### config.mk
export PLATFORM = sky130hd
export DESIGN_NAME = slot_mailbox_timer_dispatcher
export DESIGN_NICKNAME = d
export VERILOG_FILES = /design/src/smtd_pkg.sv /design/src/smtd_ram.sv /design/src/slot_mailbox_timer_dispatcher.sv
export SDC_FILE = /design/constraint.sdc
export NUM_CORES = 1
export LEC_CHECK = 0
export ABC_AREA = 1
export CAP_MARGIN = 15
export CORE_ASPECT_RATIO = 0.7
export CORE_MARGIN = 2
export CORE_UTILIZATION = 50
export DETAILED_ROUTE_END_ITERATION = 7
export DONT_BUFFER_PORTS = 1
export PLACE_DENSITY_LB_ADDON = 0.2
export SLEW_MARGIN = 20
export SYNTH_ARGS = -nofsm -noshare
export SYNTH_HDL_FRONTEND = slang
export SYNTH_SLANG_ARGS = --single-unit
### constraint.sdc
create_clock -name clk -period 7.08 [get_ports clk]
set_input_delay 0.354 -clock clk [delete_from_list [all_inputs] [get_ports clk]]
set_output_delay 0.354 -clock clk [all_outputs]
set_load 0.02 [all_outputs]
### src/smtd_pkg.sv
// Shared types, codes and sizing for the slot mailbox timer dispatcher.
// No dependencies.
`timescale 1ns / 1ps
package smtd_pkg;

  localparam int SLOTS       = 8;
  localparam int QUEUE_DEPTH = 4;

  localparam int SLOT_W   = (SLOTS > 1) ? $clog2(SLOTS) : 1;
  localparam int PTR_W    = (QUEUE_DEPTH > 1) ? $clog2(QUEUE_DEPTH) : 1;
  localparam int CNT_W    = $clog2(QUEUE_DEPTH + 1);
  localparam int MB_DEPTH = SLOTS * QUEUE_DEPTH;
  localparam int MB_AW    = (MB_DEPTH > 1) ? $clog2(MB_DEPTH) : 1;

  typedef enum logic [3:0] {
    REQ_ALLOC   = 4'd0,
    REQ_GET     = 4'd1,
    REQ_SET     = 4'd2,
    REQ_KILL    = 4'd3,
    REQ_POST    = 4'd4,
    REQ_SET_TMR = 4'd5,
    REQ_CHG_TMR = 4'd6,
    REQ_CLR_TMR = 4'd7,
    REQ_TICK    = 4'd8
  } req_t;

  typedef enum logic [3:0] {
    ST_OK           = 4'd0,
    ST_NO_FREE      = 4'd1,
    ST_NOT_IN_SCHED = 4'd2,
    ST_WRONG_SLOT   = 4'd3,
    ST_WRONG_FLAG   = 4'd4,
    ST_WRONG_MSG    = 4'd5,
    ST_QUEUE_FULL   = 4'd6,
    ST_WRONG_PERIOD = 4'd7,
    ST_NO_TIMER     = 4'd8
  } status_t;

  localparam logic [7:0] CODE_NONE  = 8'd0;
  localparam logic [7:0] CODE_IDLE  = 8'd1;
  localparam logic [7:0] CODE_TIMER = 8'd2;
  localparam logic [7:0] CODE_FINAL = 8'd3;

  localparam int FL_ALIVE  = 0;
  localparam int FL_IDLE   = 1;
  localparam int FL_REPEAT = 2;
  localparam int FL_TEN    = 3;
  localparam int FL_IMM    = 4;

  localparam logic [2:0] FSEL_ALIVE = 3'd0;
  localparam logic [2:0] FSEL_MAX   = 3'd4;

  typedef logic [4:0] flags_t;

  typedef enum logic [2:0] {
    S_IDLE,
    S_CHG,
    S_TRD,
    S_TEVAL,
    S_TEMIT,
    S_STATUS
  } state_t;

  function automatic logic [MB_AW-1:0] mb_addr(logic [SLOT_W-1:0] s, logic [PTR_W-1:0] p);
    return MB_AW'(s) * MB_AW'(QUEUE_DEPTH) + MB_AW'(p);
  endfunction

endpackage

### src/smtd_ram.sv
// Generic simple dual-port RAM, one write and one registered read port.
// No dependencies.
`timescale 1ns / 1ps
module smtd_ram #(
  parameter int W = 8,
  parameter int D = 8,
  parameter int AW = (D > 1) ? $clog2(D) : 1
) (
  input  logic          clk,
  input  logic          we,
  input  logic [AW-1:0] waddr,
  input  logic [W-1:0]  wdata,
  input  logic [AW-1:0] raddr,
  output logic [W-1:0]  rdata
);

  logic [W-1:0] mem [D];

  always_ff @(posedge clk) begin
    if (we) begin
      mem[waddr] <= wdata;
    end
    rdata <= mem[raddr];
  end

endmodule

### src/slot_mailbox_timer_dispatcher.sv
// Slot mailbox timer dispatcher: slot table, request decoder and tick walker.
// Depends on smtd_pkg and smtd_ram.
//
// Every request answers with a status word carrying out_last; dispatch words
// precede it. Simple requests give their status on the cycle after start; kill
// and set timer with an immediate fire give two words on consecutive cycles;
// change timer reads then writes the timer memory. A tick walks the slots:
// each is read in S_TRD and, if alive, evaluated in S_TEVAL with any dispatch
// words given in S_TEMIT; the status word follows. Each slot's mailbox head and
// timer entry are read through the single registered read port of each memory.
// Results are strobed on out_valid for one cycle and cannot be stalled.
`timescale 1ns / 1ps
module slot_mailbox_timer_dispatcher import smtd_pkg::*; (
  input  logic        clk,
  input  logic        rst_n,
  input  logic        start,
  output logic        busy,
  input  logic [3:0]  in_req_type,
  input  logic        in_use_current,
  input  logic [7:0]  in_target_slot,
  input  logic [2:0]  in_flag_select,
  input  logic        in_new_flag_value,
  input  logic [7:0]  in_message_code,
  input  logic [31:0] in_period_ms,
  input  logic [31:0] in_now_ms,
  output logic        out_valid,
  output logic [3:0]  out_status,
  output logic [2:0]  out_result_slot,
  output logic        out_is_dispatch,
  output logic [7:0]  out_dispatch_message,
  output logic        out_flag_state,
  output logic        out_last
);

  state_t              state_r, state_nxt;
  flags_t              flags_r [SLOTS];
  flags_t              flags_nxt [SLOTS];
  logic [CNT_W-1:0]    cnt_r [SLOTS];
  logic [CNT_W-1:0]    cnt_nxt [SLOTS];
  logic [PTR_W-1:0]    head_r [SLOTS];
  logic [PTR_W-1:0]    head_nxt [SLOTS];
  logic [SLOT_W-1:0]   idx_r, idx_nxt;
  logic [2:0]          mask_r, mask_nxt;
  status_t             st_r, st_nxt;
  logic [SLOT_W-1:0]   rslot_r, rslot_nxt;
  logic [31:0]         now_r, now_nxt;
  logic [31:0]         period_r, period_nxt;
  logic [7:0]          msg_r, msg_nxt;

  logic                o_valid, o_disp, o_flag, o_last;
  status_t             o_status;
  logic [SLOT_W-1:0]   o_slot;
  logic [7:0]          o_msg;
  logic                out_valid_r;
  logic [3:0]          out_status_r;
  logic [2:0]          out_slot_r;
  logic                out_disp_r, out_flag_r, out_last_r;
  logic [7:0]          out_msg_r;

  logic                mb_we;
  logic [MB_AW-1:0]    mb_waddr, mb_raddr;
  logic [7:0]          mb_rdata;
  logic                tm_we;
  logic [SLOT_W-1:0]   tm_waddr, tm_raddr;
  logic [63:0]         tm_wdata, tm_rdata;

  logic [SLOT_W-1:0]   tslot;
  logic                slot_ok;
  status_t             slot_st;
  logic [CNT_W:0]      wsum;
  logic [PTR_W-1:0]    wptr;
  logic                found;
  logic                fire;

  smtd_ram #(.W(8), .D(MB_DEPTH)) u_mbox (
    .clk(clk), .we(mb_we), .waddr(mb_waddr), .wdata(in_message_code),
    .raddr(mb_raddr), .rdata(mb_rdata)
  );

  smtd_ram #(.W(64), .D(SLOTS)) u_timer (
    .clk(clk), .we(tm_we), .waddr(tm_waddr), .wdata(tm_wdata),
    .raddr(tm_raddr), .rdata(tm_rdata)
  );

  assign tslot   = in_target_slot[SLOT_W-1:0];
  assign slot_ok = !in_use_current && (in_target_slot < 8'(SLOTS)) && flags_r[tslot][FL_ALIVE];
  assign slot_st = in_use_current ? ST_NOT_IN_SCHED : ST_WRONG_SLOT;
  assign wsum    = (CNT_W + 1)'(head_r[tslot]) + (CNT_W + 1)'(cnt_r[tslot]);
  assign wptr    = (wsum >= (CNT_W + 1)'(QUEUE_DEPTH)) ?
                   PTR_W'(wsum - (CNT_W + 1)'(QUEUE_DEPTH)) : PTR_W'(wsum);
  assign fire    = flags_r[idx_r][FL_TEN] && ((now_r - tm_rdata[31:0]) >= tm_rdata[63:32]);
  assign busy    = (state_r != S_IDLE);

  always_comb begin
    state_nxt  = state_r;
    flags_nxt  = flags_r;
    cnt_nxt    = cnt_r;
    head_nxt   = head_r;
    idx_nxt    = idx_r;
    mask_nxt   = mask_r;
    st_nxt     = st_r;
    rslot_nxt  = rslot_r;
    now_nxt    = now_r;
    period_nxt = period_r;
    msg_nxt    = msg_r;
    o_valid    = 1'b0;
    o_status   = ST_OK;
    o_slot     = '0;
    o_disp     = 1'b0;
    o_msg      = CODE_NONE;
    o_flag     = 1'b0;
    o_last     = 1'b0;
    mb_we      = 1'b0;
    mb_waddr   = mb_addr(tslot, wptr);
    mb_raddr   = mb_addr(idx_r, head_r[idx_r]);
    tm_we      = 1'b0;
    tm_waddr   = tslot;
    tm_wdata   = {in_period_ms, in_now_ms};
    tm_raddr   = busy ? idx_r : tslot;
    found      = 1'b0;

    case (state_r)
      S_IDLE: begin
        if (start) begin
          o_valid = 1'b1;
          o_last  = 1'b1;
          case (in_req_type)
            REQ_ALLOC: begin
              o_status = ST_NO_FREE;
              for (int i = 0; i < SLOTS; i++) begin
                if (!found && !flags_r[i][FL_ALIVE]) begin
                  found = 1'b1;
                  flags_nxt[i][FL_ALIVE]  = 1'b1;
                  flags_nxt[i][FL_IDLE]   = 1'b1;
                  flags_nxt[i][FL_REPEAT] = 1'b1;
                  flags_nxt[i][FL_TEN]    = 1'b0;
                  cnt_nxt[i]  = '0;
                  head_nxt[i] = '0;
                  o_status = ST_OK;
                  o_slot   = SLOT_W'(i);
                end
              end
            end
            REQ_GET: begin
              if (in_flag_select > FSEL_MAX) begin
                o_status = ST_WRONG_FLAG;
              end else if (!slot_ok) begin
                o_status = slot_st;
              end else begin
                o_flag = flags_r[tslot][in_flag_select];
              end
            end
            REQ_SET: begin
              if (in_flag_select > FSEL_MAX || in_flag_select == FSEL_ALIVE) begin
                o_status = ST_WRONG_FLAG;
              end else if (!slot_ok) begin
                o_status = slot_st;
              end else begin
                flags_nxt[tslot][in_flag_select] = in_new_flag_value;
              end
            end
            REQ_KILL: begin
              if (!slot_ok) begin
                o_status = slot_st;
              end else begin
                o_last    = 1'b0;
                o_disp    = 1'b1;
                o_slot    = tslot;
                o_msg     = CODE_FINAL;
                flags_nxt[tslot][FL_ALIVE] = 1'b0;
                st_nxt    = ST_OK;
                rslot_nxt = '0;
                state_nxt = S_STATUS;
              end
            end
            REQ_POST: begin
              if (in_message_code == CODE_NONE || in_message_code == CODE_IDLE ||
                  in_message_code == CODE_TIMER) begin
                o_status = ST_WRONG_MSG;
              end else if (!slot_ok) begin
                o_status = slot_st;
              end else if (cnt_r[tslot] >= CNT_W'(QUEUE_DEPTH)) begin
                o_status = ST_QUEUE_FULL;
              end else begin
                mb_we = 1'b1;
                cnt_nxt[tslot] = cnt_r[tslot] + 1'b1;
              end
            end
            REQ_SET_TMR: begin
              if (in_period_ms == '0) begin
                o_status = ST_WRONG_PERIOD;
              end else if (!slot_ok) begin
                o_status = slot_st;
              end else begin
                tm_we = 1'b1;
                flags_nxt[tslot][FL_TEN] = 1'b1;
                if (flags_r[tslot][FL_IMM]) begin
                  o_last = 1'b0;
                  o_disp = 1'b1;
                  o_slot = tslot;
                  o_msg  = CODE_TIMER;
                  if (!flags_r[tslot][FL_REPEAT]) begin
                    flags_nxt[tslot][FL_TEN] = 1'b0;
                  end
                  st_nxt    = ST_OK;
                  rslot_nxt = '0;
                  state_nxt = S_STATUS;
                end
              end
            end
            REQ_CHG_TMR: begin
              if (in_period_ms == '0) begin
                o_status = ST_WRONG_PERIOD;
              end else if (!slot_ok) begin
                o_status = slot_st;
              end else if (!flags_r[tslot][FL_TEN]) begin
                o_status = ST_NO_TIMER;
              end else begin
                o_valid    = 1'b0;
                period_nxt = in_period_ms;
                idx_nxt    = tslot;
                state_nxt  = S_CHG;
              end
            end
            REQ_CLR_TMR: begin
              if (!slot_ok) begin
                o_status = slot_st;
              end else if (!flags_r[tslot][FL_TEN]) begin
                o_status = ST_NO_TIMER;
              end else begin
                flags_nxt[tslot][FL_TEN] = 1'b0;
              end
            end
            REQ_TICK: begin
              o_valid   = 1'b0;
              now_nxt   = in_now_ms;
              idx_nxt   = '0;
              state_nxt = S_TRD;
            end
            default: begin
              o_status = ST_OK;
            end
          endcase
        end
      end
      S_CHG: begin
        tm_we     = 1'b1;
        tm_waddr  = idx_r;
        tm_wdata  = {period_r, tm_rdata[31:0]};
        o_valid   = 1'b1;
        o_last    = 1'b1;
        state_nxt = S_IDLE;
      end
      S_TRD: begin
        if (flags_r[idx_r][FL_ALIVE]) begin
          state_nxt = S_TEVAL;
        end else if (idx_r == SLOT_W'(SLOTS - 1)) begin
          st_nxt = ST_OK;
          rslot_nxt = '0;
          state_nxt = S_STATUS;
        end else begin
          idx_nxt = idx_r + 1'b1;
        end
      end
      S_TEVAL: begin
        mask_nxt = {fire, flags_r[idx_r][FL_IDLE], (cnt_r[idx_r] != '0)};
        msg_nxt  = mb_rdata;
        if (cnt_r[idx_r] != '0) begin
          cnt_nxt[idx_r]  = cnt_r[idx_r] - 1'b1;
          head_nxt[idx_r] = (head_r[idx_r] == PTR_W'(QUEUE_DEPTH - 1)) ? '0 :
                            head_r[idx_r] + 1'b1;
        end
        if (fire) begin
          tm_we    = 1'b1;
          tm_waddr = idx_r;
          tm_wdata = {tm_rdata[63:32], now_r};
          if (!flags_r[idx_r][FL_REPEAT]) begin
            flags_nxt[idx_r][FL_TEN] = 1'b0;
          end
        end
        if (mask_nxt != '0) begin
          state_nxt = S_TEMIT;
        end else if (idx_r == SLOT_W'(SLOTS - 1)) begin
          st_nxt = ST_OK;
          rslot_nxt = '0;
          state_nxt = S_STATUS;
        end else begin
          idx_nxt = idx_r + 1'b1;
          state_nxt = S_TRD;
        end
      end
      S_TEMIT: begin
        o_valid = 1'b1;
        o_disp  = 1'b1;
        o_slot  = idx_r;
        if (mask_r[0]) begin
          o_msg = msg_r;
        end else if (mask_r[1]) begin
          o_msg = CODE_IDLE;
        end else begin
          o_msg = CODE_TIMER;
        end
        mask_nxt = mask_r & (mask_r - 3'd1);
        if (mask_nxt == '0) begin
          if (idx_r == SLOT_W'(SLOTS - 1)) begin
            st_nxt = ST_OK;
            rslot_nxt = '0;
            state_nxt = S_STATUS;
          end else begin
            idx_nxt = idx_r + 1'b1;
            state_nxt = S_TRD;
          end
        end
      end
      S_STATUS: begin
        o_valid   = 1'b1;
        o_last    = 1'b1;
        o_status  = st_r;
        o_slot    = rslot_r;
        state_nxt = S_IDLE;
      end
      default: begin
        state_nxt = S_IDLE;
      end
    endcase
  end

  always_ff @(posedge clk) begin
    if (!rst_n) begin
      state_r     <= S_IDLE;
      out_valid_r <= 1'b0;
      idx_r       <= '0;
      mask_r      <= '0;
      for (int i = 0; i < SLOTS; i++) begin
        flags_r[i] <= '0;
        cnt_r[i]   <= '0;
        head_r[i]  <= '0;
      end
    end else begin
      state_r     <= state_nxt;
      out_valid_r <= o_valid;
      idx_r       <= idx_nxt;
      mask_r      <= mask_nxt;
      flags_r     <= flags_nxt;
      cnt_r       <= cnt_nxt;
      head_r      <= head_nxt;
    end
  end

  always_ff @(posedge clk) begin
    st_r         <= st_nxt;
    rslot_r      <= rslot_nxt;
    now_r        <= now_nxt;
    period_r     <= period_nxt;
    msg_r        <= msg_nxt;
    out_status_r <= o_status;
    out_slot_r   <= 3'(o_slot);
    out_disp_r   <= o_disp;
    out_msg_r    <= o_msg;
    out_flag_r   <= o_flag;
    out_last_r   <= o_last;
  end

  assign out_valid            = out_valid_r;
  assign out_status           = out_status_r;
  assign out_result_slot      = out_slot_r;
  assign out_is_dispatch      = out_disp_r;
  assign out_dispatch_message = out_msg_r;
  assign out_flag_state       = out_flag_r;
  assign out_last             = out_last_r;

`ifndef NO_ASSERTIONS
  a_last_not_disp: assert property (@(posedge clk) disable iff (!rst_n)
    out_valid && out_last |-> !out_is_dispatch)
    else $error("status word flagged as dispatch");
  a_accept_resp: assert property (@(posedge clk) disable iff (!rst_n)
    start && !busy |=> busy || out_valid)
    else $error("accepted request produced nothing");
  a_emit_mask: assert property (@(posedge clk) disable iff (!rst_n)
    state_r == S_TEMIT |-> mask_r != '0)
    else $error("dispatch emission with empty mask");
  a_cnt_bound: assert property (@(posedge clk) disable iff (!rst_n)
    state_r == S_TEVAL |-> cnt_r[idx_r] <= CNT_W'(QUEUE_DEPTH))
    else $error("mailbox count overflow");
`endif

endmodule
==> run_results.csv, run 1 <==
group,metric,value,unit
logic_synthesis,synthCells,4353,
drt,routedWlPerCell,24.6,um
worst_setup_path,critPathKind,"flop to flop",
logic_synthesis,synth_compound_gate_area_share,0.155,
clock_tree,tritoncts,"done",
worst_setup_path,path_max_fanout,45,
die,die_h,257,um
die,die_w,366,um
power_and_ir_drop,power_density,288,nW/um^2
worst_setup_path,crit_path_top_delay_cell,"nor2_4",
global_route,grt_overflow,0,
logic_synthesis,synth_top_cell_area_share,0.555,
logic_synthesis,yosys.area_share.simple,0.137,
sta,skew,23.2,ps
finish,areaGrowthSynthToFinish,11.8,%
power_and_ir_drop,p_total,14700,uW
clock_tree,cts_resized,0,
clock_tree,cts_setup_buffers,0,
sta,slew_headroom,0.277,
logic_synthesis,synthXorXnorAreaFrac,0.00631,
clock_tree,cts_max_path_buffers,3,
logic_synthesis,synth_edf_count,847,
global_route,grt_pass1_vias,32100,
sta,finalSetupViolCount,0,
place,io_buffers,0,
drt,vias_per_cell,6.09,
run,maxCapViolations,0,
logic_synthesis,synthMuxAreaShare,0,
sta,rsz0062_at_grt,"false",
drt,drt_iter0_markers,4901,
worst_setup_path,cp_common_cell,"nand2_1",
sta,final_max_slew_viol_count,0,
logic_synthesis,synth_flop_cell,"edfxtp_1",
power_and_ir_drop,p_seq_frac,0.467,
outcome,status,"completed",
logic_synthesis,synthArstFlopShare,0,
worst_setup_path,worstPathArrival,6390,ps
die,initial_core_util,0.507,
logic_synthesis,synth_area_leaders,"edfxtp_1, dfxtp_1, o21ai_0, nor2_1, nand2_1",
worst_setup_path,critPathCaptureType,"flop",
place,dp_hpwl,85000,um
global_route,antenna_found_initial,6,
sta,setup-tns-final,0,ps
clock_tree,h-tree-depth,3,
logic_synthesis,yosysSeqAreaShare,0.634,
logic_synthesis,synthesis.nets,4516,
clock_tree,cts-buffers-inserted,96,
place,finalWeightedCongestion,1.01,
die,rows,92,
power_and_ir_drop,swShare,0.279,
finish,final_common_cell,"edfxtp_1",
logic_synthesis,yosysTopAreaCell,"edfxtp_1",
finish,num-nets-final,4510,
global_route,grt_pass1_wl,209000,um
clock_tree,clkTransAtPathRegs,60,ps
clock_tree,clock_sinks,1027,
worst_setup_path,startpoint_type,"flop",
die,dieArea,94100,um^2
clock_tree,hold_buffers,91,
min_path,hold_class,"input port to flop",
worst_setup_path,required,7430,ps
global_route,grt.total_usage,0.291,
power_and_ir_drop,pwr-share-clk,0.370,
logic_synthesis,synth_top_family_by_area,"compound AO/OA/AOI/OAI gates",
finish,layout-drive-gt1-share,0.0666,
die,core-area,90400,um^2
logic_synthesis,synthAdderAreaFrac,0.0196,
power_and_ir_drop,vdd_drop_max,199,uV
power_and_ir_drop,internal_power,10600,uW
sta,period_needed,6040,ps
logic_synthesis,netlist_area,45800,um^2
sta,worst_pin_slew,1080,ps
logic_synthesis,ys_ff_latch,1027,
worst_setup_path,slowest_delay,780,ps
place,place_area,46900,um^2
global_route,grt_max_degree,193,
drt,remaining_drc_errors,0,
power_and_ir_drop,p_comb_frac,0.163,
drt,drtPass1Iterations,6,
sta,period_share,0.853,
drt,routed_wl,139000,um
finish,fin_area,51200,um^2
sta,hold_violations,0,
logic_synthesis,ys_warn_count,0,
drt,drtAntennaViolNets,0,
die,io_pins,112,
clock_tree,cts-root-buf,"clkbuf_16",
power_and_ir_drop,power.net_switching,4110,uW
logic_synthesis,synth_area_per_cell,10.5,um^2
drt,num_vias,34400,
clock_tree,insertion_delay,700,ps
finish,layout_common_cells,"edfxtp_1, nor2_1, nand2_1",
logic_synthesis,synth_cell_types,62,
sta,max_freq,166,MHz
power_and_ir_drop,p_leak,0.0179,uW
[cell type report]
class | instances | area (um^2)
Timing Repair Buffer | 137 | 1430
Fill cell | 7665 | 39200
Sequential cell | 1027 | 29000
Clock buffer | 141 | 2790
Clock inverter | 39 | 519
Antenna cell | 2 | 5.00
Tap cell | 1222 | 1530
Inverter | 309 | 1170
Multi-Input combinational cell | 2776 | 14700
[registers in the layout, summed over array words and instances (netlist names), 3 cells and up]
name and cells:
out_status 4, state_r 3, u_timer.rdata 64, msg_r 8, st_r 4, head_r 16
idx_r 3, u_timer.mem 512, now_r 32, out_result_slot 3, u_mbox.rdata 8, rslot_r 3
flags_r 40, period_r 32, u_mbox.mem 256, cnt_r 24, mask_r 3, out_dispatch_message 8
[worst max-delay path: cells and delay by family, from the launching register on]
kind,cells,cell delay [ps]
AO/OA/AOI/OAI,4,1030
flip-flops,1,360
adder cells (fa/ha/maj),3,820
buffers and inverters,3,480
AND/OR/NAND/NOR,18,2850
[worst paths after layout]
path | slack [ps] | startpoint | cells after the start | end
max | 1040 | now_r[0] | 28 | u_timer.mem[2][12]
min | 80 | in_target_slot[0] | 4 | flags_r[34]
min reg2reg | 400 | u_mbox.rdata[4] | 0 | msg_r[4]
max reg2reg | 1040 | now_r[0] | 28 | u_timer.mem[2][12]
[metal layers]
layer	wire (um)	GRT usage	share of wire
met3	14500	0.0632	0.10
met1	62200	0.447	0.45
met4	4340	0.0950	0.031
met2	58100	0.408	0.42
met5	43	0	0.00031
[cells in the mapped netlist (18+ instances only)]
library cell	n
buf_2	46
ha_1	70
nor2_1	571
nand2_1	556
o21bai_1	131
dfxtp_1	180
a31oi_1	70
inv_1	281
nand3_1	156
nand4_1	93
clkbuf_1	169
o211ai_1	40
o21ai_1	36
inv_2	18
nor3_1	27
o221ai_1	34
o22ai_1	173
edfxtp_1	847
a21oi_1	169
xor2_1	21
o21ai_0	506
[kinds of logic after synthesis]
| family | after synthesis |
|---|---|
| buffers and inverters | 550 |
| adder cells (fa/ha/maj) | 71 |
| XOR/XNOR | 33 |
| AO/OA/AOI/OAI | 1211 |
| flip-flops | 1027 |
| AND/OR/NAND/NOR | 1461 |
[power by group through the flow]
stage / clock (uW) / sequential, uW / combinational, uW
finish: 5450 / 6870 / 2400
global route: 5720 / 6880 / 2630
floorplan: 0 / 6960 / 1540
CTS: 5500 / 6860 / 2350
detailed placement: 0 / 6990 / 2250
global placement: 0 / 6990 / 2250
[per-stage QoR]
| stage | hold slack [ps] | util | worst slack, ps | cells |
|---|---|---|---|---|
| detailed placement | 389 | 0.519 | 1210 | 5380 |
| global placement | 389 | 0.519 | 1320 | 5380 |
| finish | 81.3 | 0.566 | 1040 | 5653 |
| CTS | 14.2 | 0.566 | 1180 | 5651 |
| global route | 52.0 | 0.566 | 672 | 5651 |
| floorplan | 386 | - | 394 | 4353 |
(Power assumes the default switching activity.)
==> inputs of run 2 (changes only) <==
SETUP_SLACK_MARGIN = 0.3   (was not set)
clock period = 4.9 ns   (was 7.08 ns; I/O delays follow)
==> run 2 against run 1 <==
  * The run now ends with DRC left
  * Worst setup slack worse by 770 ps
  * Total power up 48%
  * Final area is 5.7% higher
  * Critical endpoint is now u_timer.mem[6][5]
  * Count of clock-buffer cells in the layout shrank 9
  * Sequential cell count is the same
  * Final cell count rose by 3.4%
==> run_results.csv, run 2 (synthesis gave the netlist of run 1 again) <==
group,metric,value,unit
die,rows,92,
sta,final_max_slew_viol_count,0,
global_route,antenna_found_initial,2,
min_path,hold_depth,3,
drt,drt_iter0_markers,5385,
place,io_buffers,0,
place,place_area,48000,um^2
worst_setup_path,startpoint_type,"flop",
worst_setup_path,worstPathArrival,5030,ps
finish,areaGrowthSynthToFinish,18.2,%
min_path,hold_end,"u_timer.mem[3][59]",
outcome,violations,"DRC",
place,pre_cts_slack,-19.4,ps
sta,fin_ws,268,ps
clock_tree,insertion_delay,700,ps
global_route,grt_pass1_wl,209000,um
min_path,hold_start,"in_period_ms[27]",
finish,fin_area,54100,um^2
place,dp_hpwl,88200,um
power_and_ir_drop,vdd_drop_max,305,uV
die,dieArea,94100,um^2
place,finalWeightedCongestion,1.02,
place,placedCellCount,5495,
clock_tree,cts-root-buf,"clkbuf_16",
worst_setup_path,startpoint,"now_r[0]",
sta,rsz0062_at_grt,"true",
worst_setup_path,rr_endpoint,"u_timer.mem[6][5]",
worst_setup_path,slowest_delay,390,ps
finish,n_fill_cell,7343,
die,die_w,366,um
sta,hold_violations,0,
die,core-area,90400,um^2
worst_setup_path,critPathCaptureType,"flop",
clock_tree,h-tree-depth,3,
drt,drtAntennaViolNets,0,
finish,final_common_cell,"edfxtp_1",
sta,skew,34.3,ps
finish,num-nets-final,4699,
clock_tree,tritoncts,"done",
finish,layout-drive-gt1-share,0.122,
power_and_ir_drop,power_density,403,nW/um^2
global_route,grt_overflow,0,
global_route,grt_max_degree,134,
global_route,grt_pass1_vias,32500,
drt,vias_per_cell,6.20,
drt,routed_wl,149000,um
drt,routedWlPerCell,25.5,um
die,die_h,257,um
clock_tree,clkTransAtPathRegs,70,ps
power_and_ir_drop,p_leak,0.0192,uW
finish,top_register,"u_timer.mem",
sta,period_needed,4630,ps
worst_setup_path,crit_path_top_delay_cell,"fa_2",
finish,final_cell_count_no_fill,5843,
die,initial_core_util,0.507,
sta,period_share,0.945,
die,io_pins,112,
global_route,grt.total_usage,0.292,
worst_setup_path,r2r_slack,270,ps
worst_setup_path,path_max_fanout,8,
run,maxCapViolations,0,
clock_tree,cts_max_path_buffers,3,
min_path,hold_class,"input port to flop",
worst_setup_path,rr_worst_depth,29,
sta,slew_headroom,0.343,
outcome,status,"finished, violations left",
clock_tree,cts-buffers-inserted,99,
worst_setup_path,required,5300,ps
sta,finalSetupViolCount,0,
sta,worst_pin_slew,985,ps
finish,top_regs,"u_timer.mem x512, u_mbox.mem x256, u_timer.rdata x64",
drt,drtPass1Iterations,8,
finish,largest_reg_flops,512,
drt,num_vias,36200,
finish,layout_common_cells,"edfxtp_1, nor2_1, nand2_1",
worst_setup_path,critPathKind,"flop to flop",
clock_tree,clock_sinks,1027,
drt,remaining_drc_errors,2,
sta,max_freq,216,MHz
worst_setup_path,r2r_start,"now_r[0]",
## run 2: cell count changes in the layout (fill, tap and decap cells not counted), sizes merged
cell,previous run,this run
dlygate4sd3,82,85
inv,304,305
clkbuf,141,155
diode,2,3
buf,55,215
clkinv,29,38
bufinv,10,12
## run 2: how the worst max path moves through the flow
stage,cells after the start,end
6_report,29,u_timer.mem[6][5]
5_1_grt,28,u_timer.mem[6][55]
4_1_cts,28,u_timer.mem[7][47]
3_5_place_dp,28,u_timer.mem[7][26]
3_3_place_gp,27,u_timer.mem[7][21]
2_1_floorplan,28,u_timer.mem[6][0]
## run 2: what timing repair did
item                                   4_1_cts  5_1_grt
gates resized for setup                      9      127
pin swaps                                    4       42
setup endpoints to repair                  801     1052
buffers inserted                             4       30
endpoints found under the hold margin      411        8
cloned                                       1       33
hold buffers                                93        1
## run 2: area by class of cell
class | instances | area [um^2] | share of cell area
clock inverter | 51 | 663 | 0.0123
multi-input combinational | 2776 | 15300 | 0.282
clock buffer | 132 | 2660 | 0.0492
inverter | 309 | 1170 | 0.0217
timing repair buffer | 323 | 3790 | 0.0700
sequential | 1027 | 29000 | 0.536
tap | 1222 | 1530 | 0.0282
antenna | 3 | 7.51 | 0.000139
## run 2: per-stage QoR
stage          hold WS [ps]  total power (uW)  utilization  setup TNS (ps)
2_1_floorplan           344             12300            -               0
3_3_place_gp            344             13500        0.531               0
3_5_place_dp            344             13500        0.531            -549
4_1_cts               0.648             21400        0.580               0
5_1_grt                16.6             22500        0.599               0
6_report               14.1             21800        0.599               0
## run 2: routing by layer
layer	global-route usage	routed length, um	vias to the layer above
li1	-	-	16000
met1	0.457	64900	17500
met2	0.405	61300	2331
met3	0.0601	18200	320
met4	0.0888	4720	2
met5	0	8	-
## run 2: where the power goes
part / internal, uW / total [uW] / leakage (uW) / switching (uW)
Clock: 4490 / 7920 / 0.00160 / 3430
Sequential: 9790 / 9920 / 0.00911 / 127
Combinational: 1280 / 3980 / 0.00853 / 2700
Total: 15600 / 21800 / 0.0192 / 6260
## run 2: worst max-delay path: cells and delay by family, from the launching register on
kind	cells	cell delay (ps)
simple gates	14	1330
buf+inv	7	940
fa+ha+maj	3	830
compound gates	4	600
flops	1	380
xor+xnor	1	220
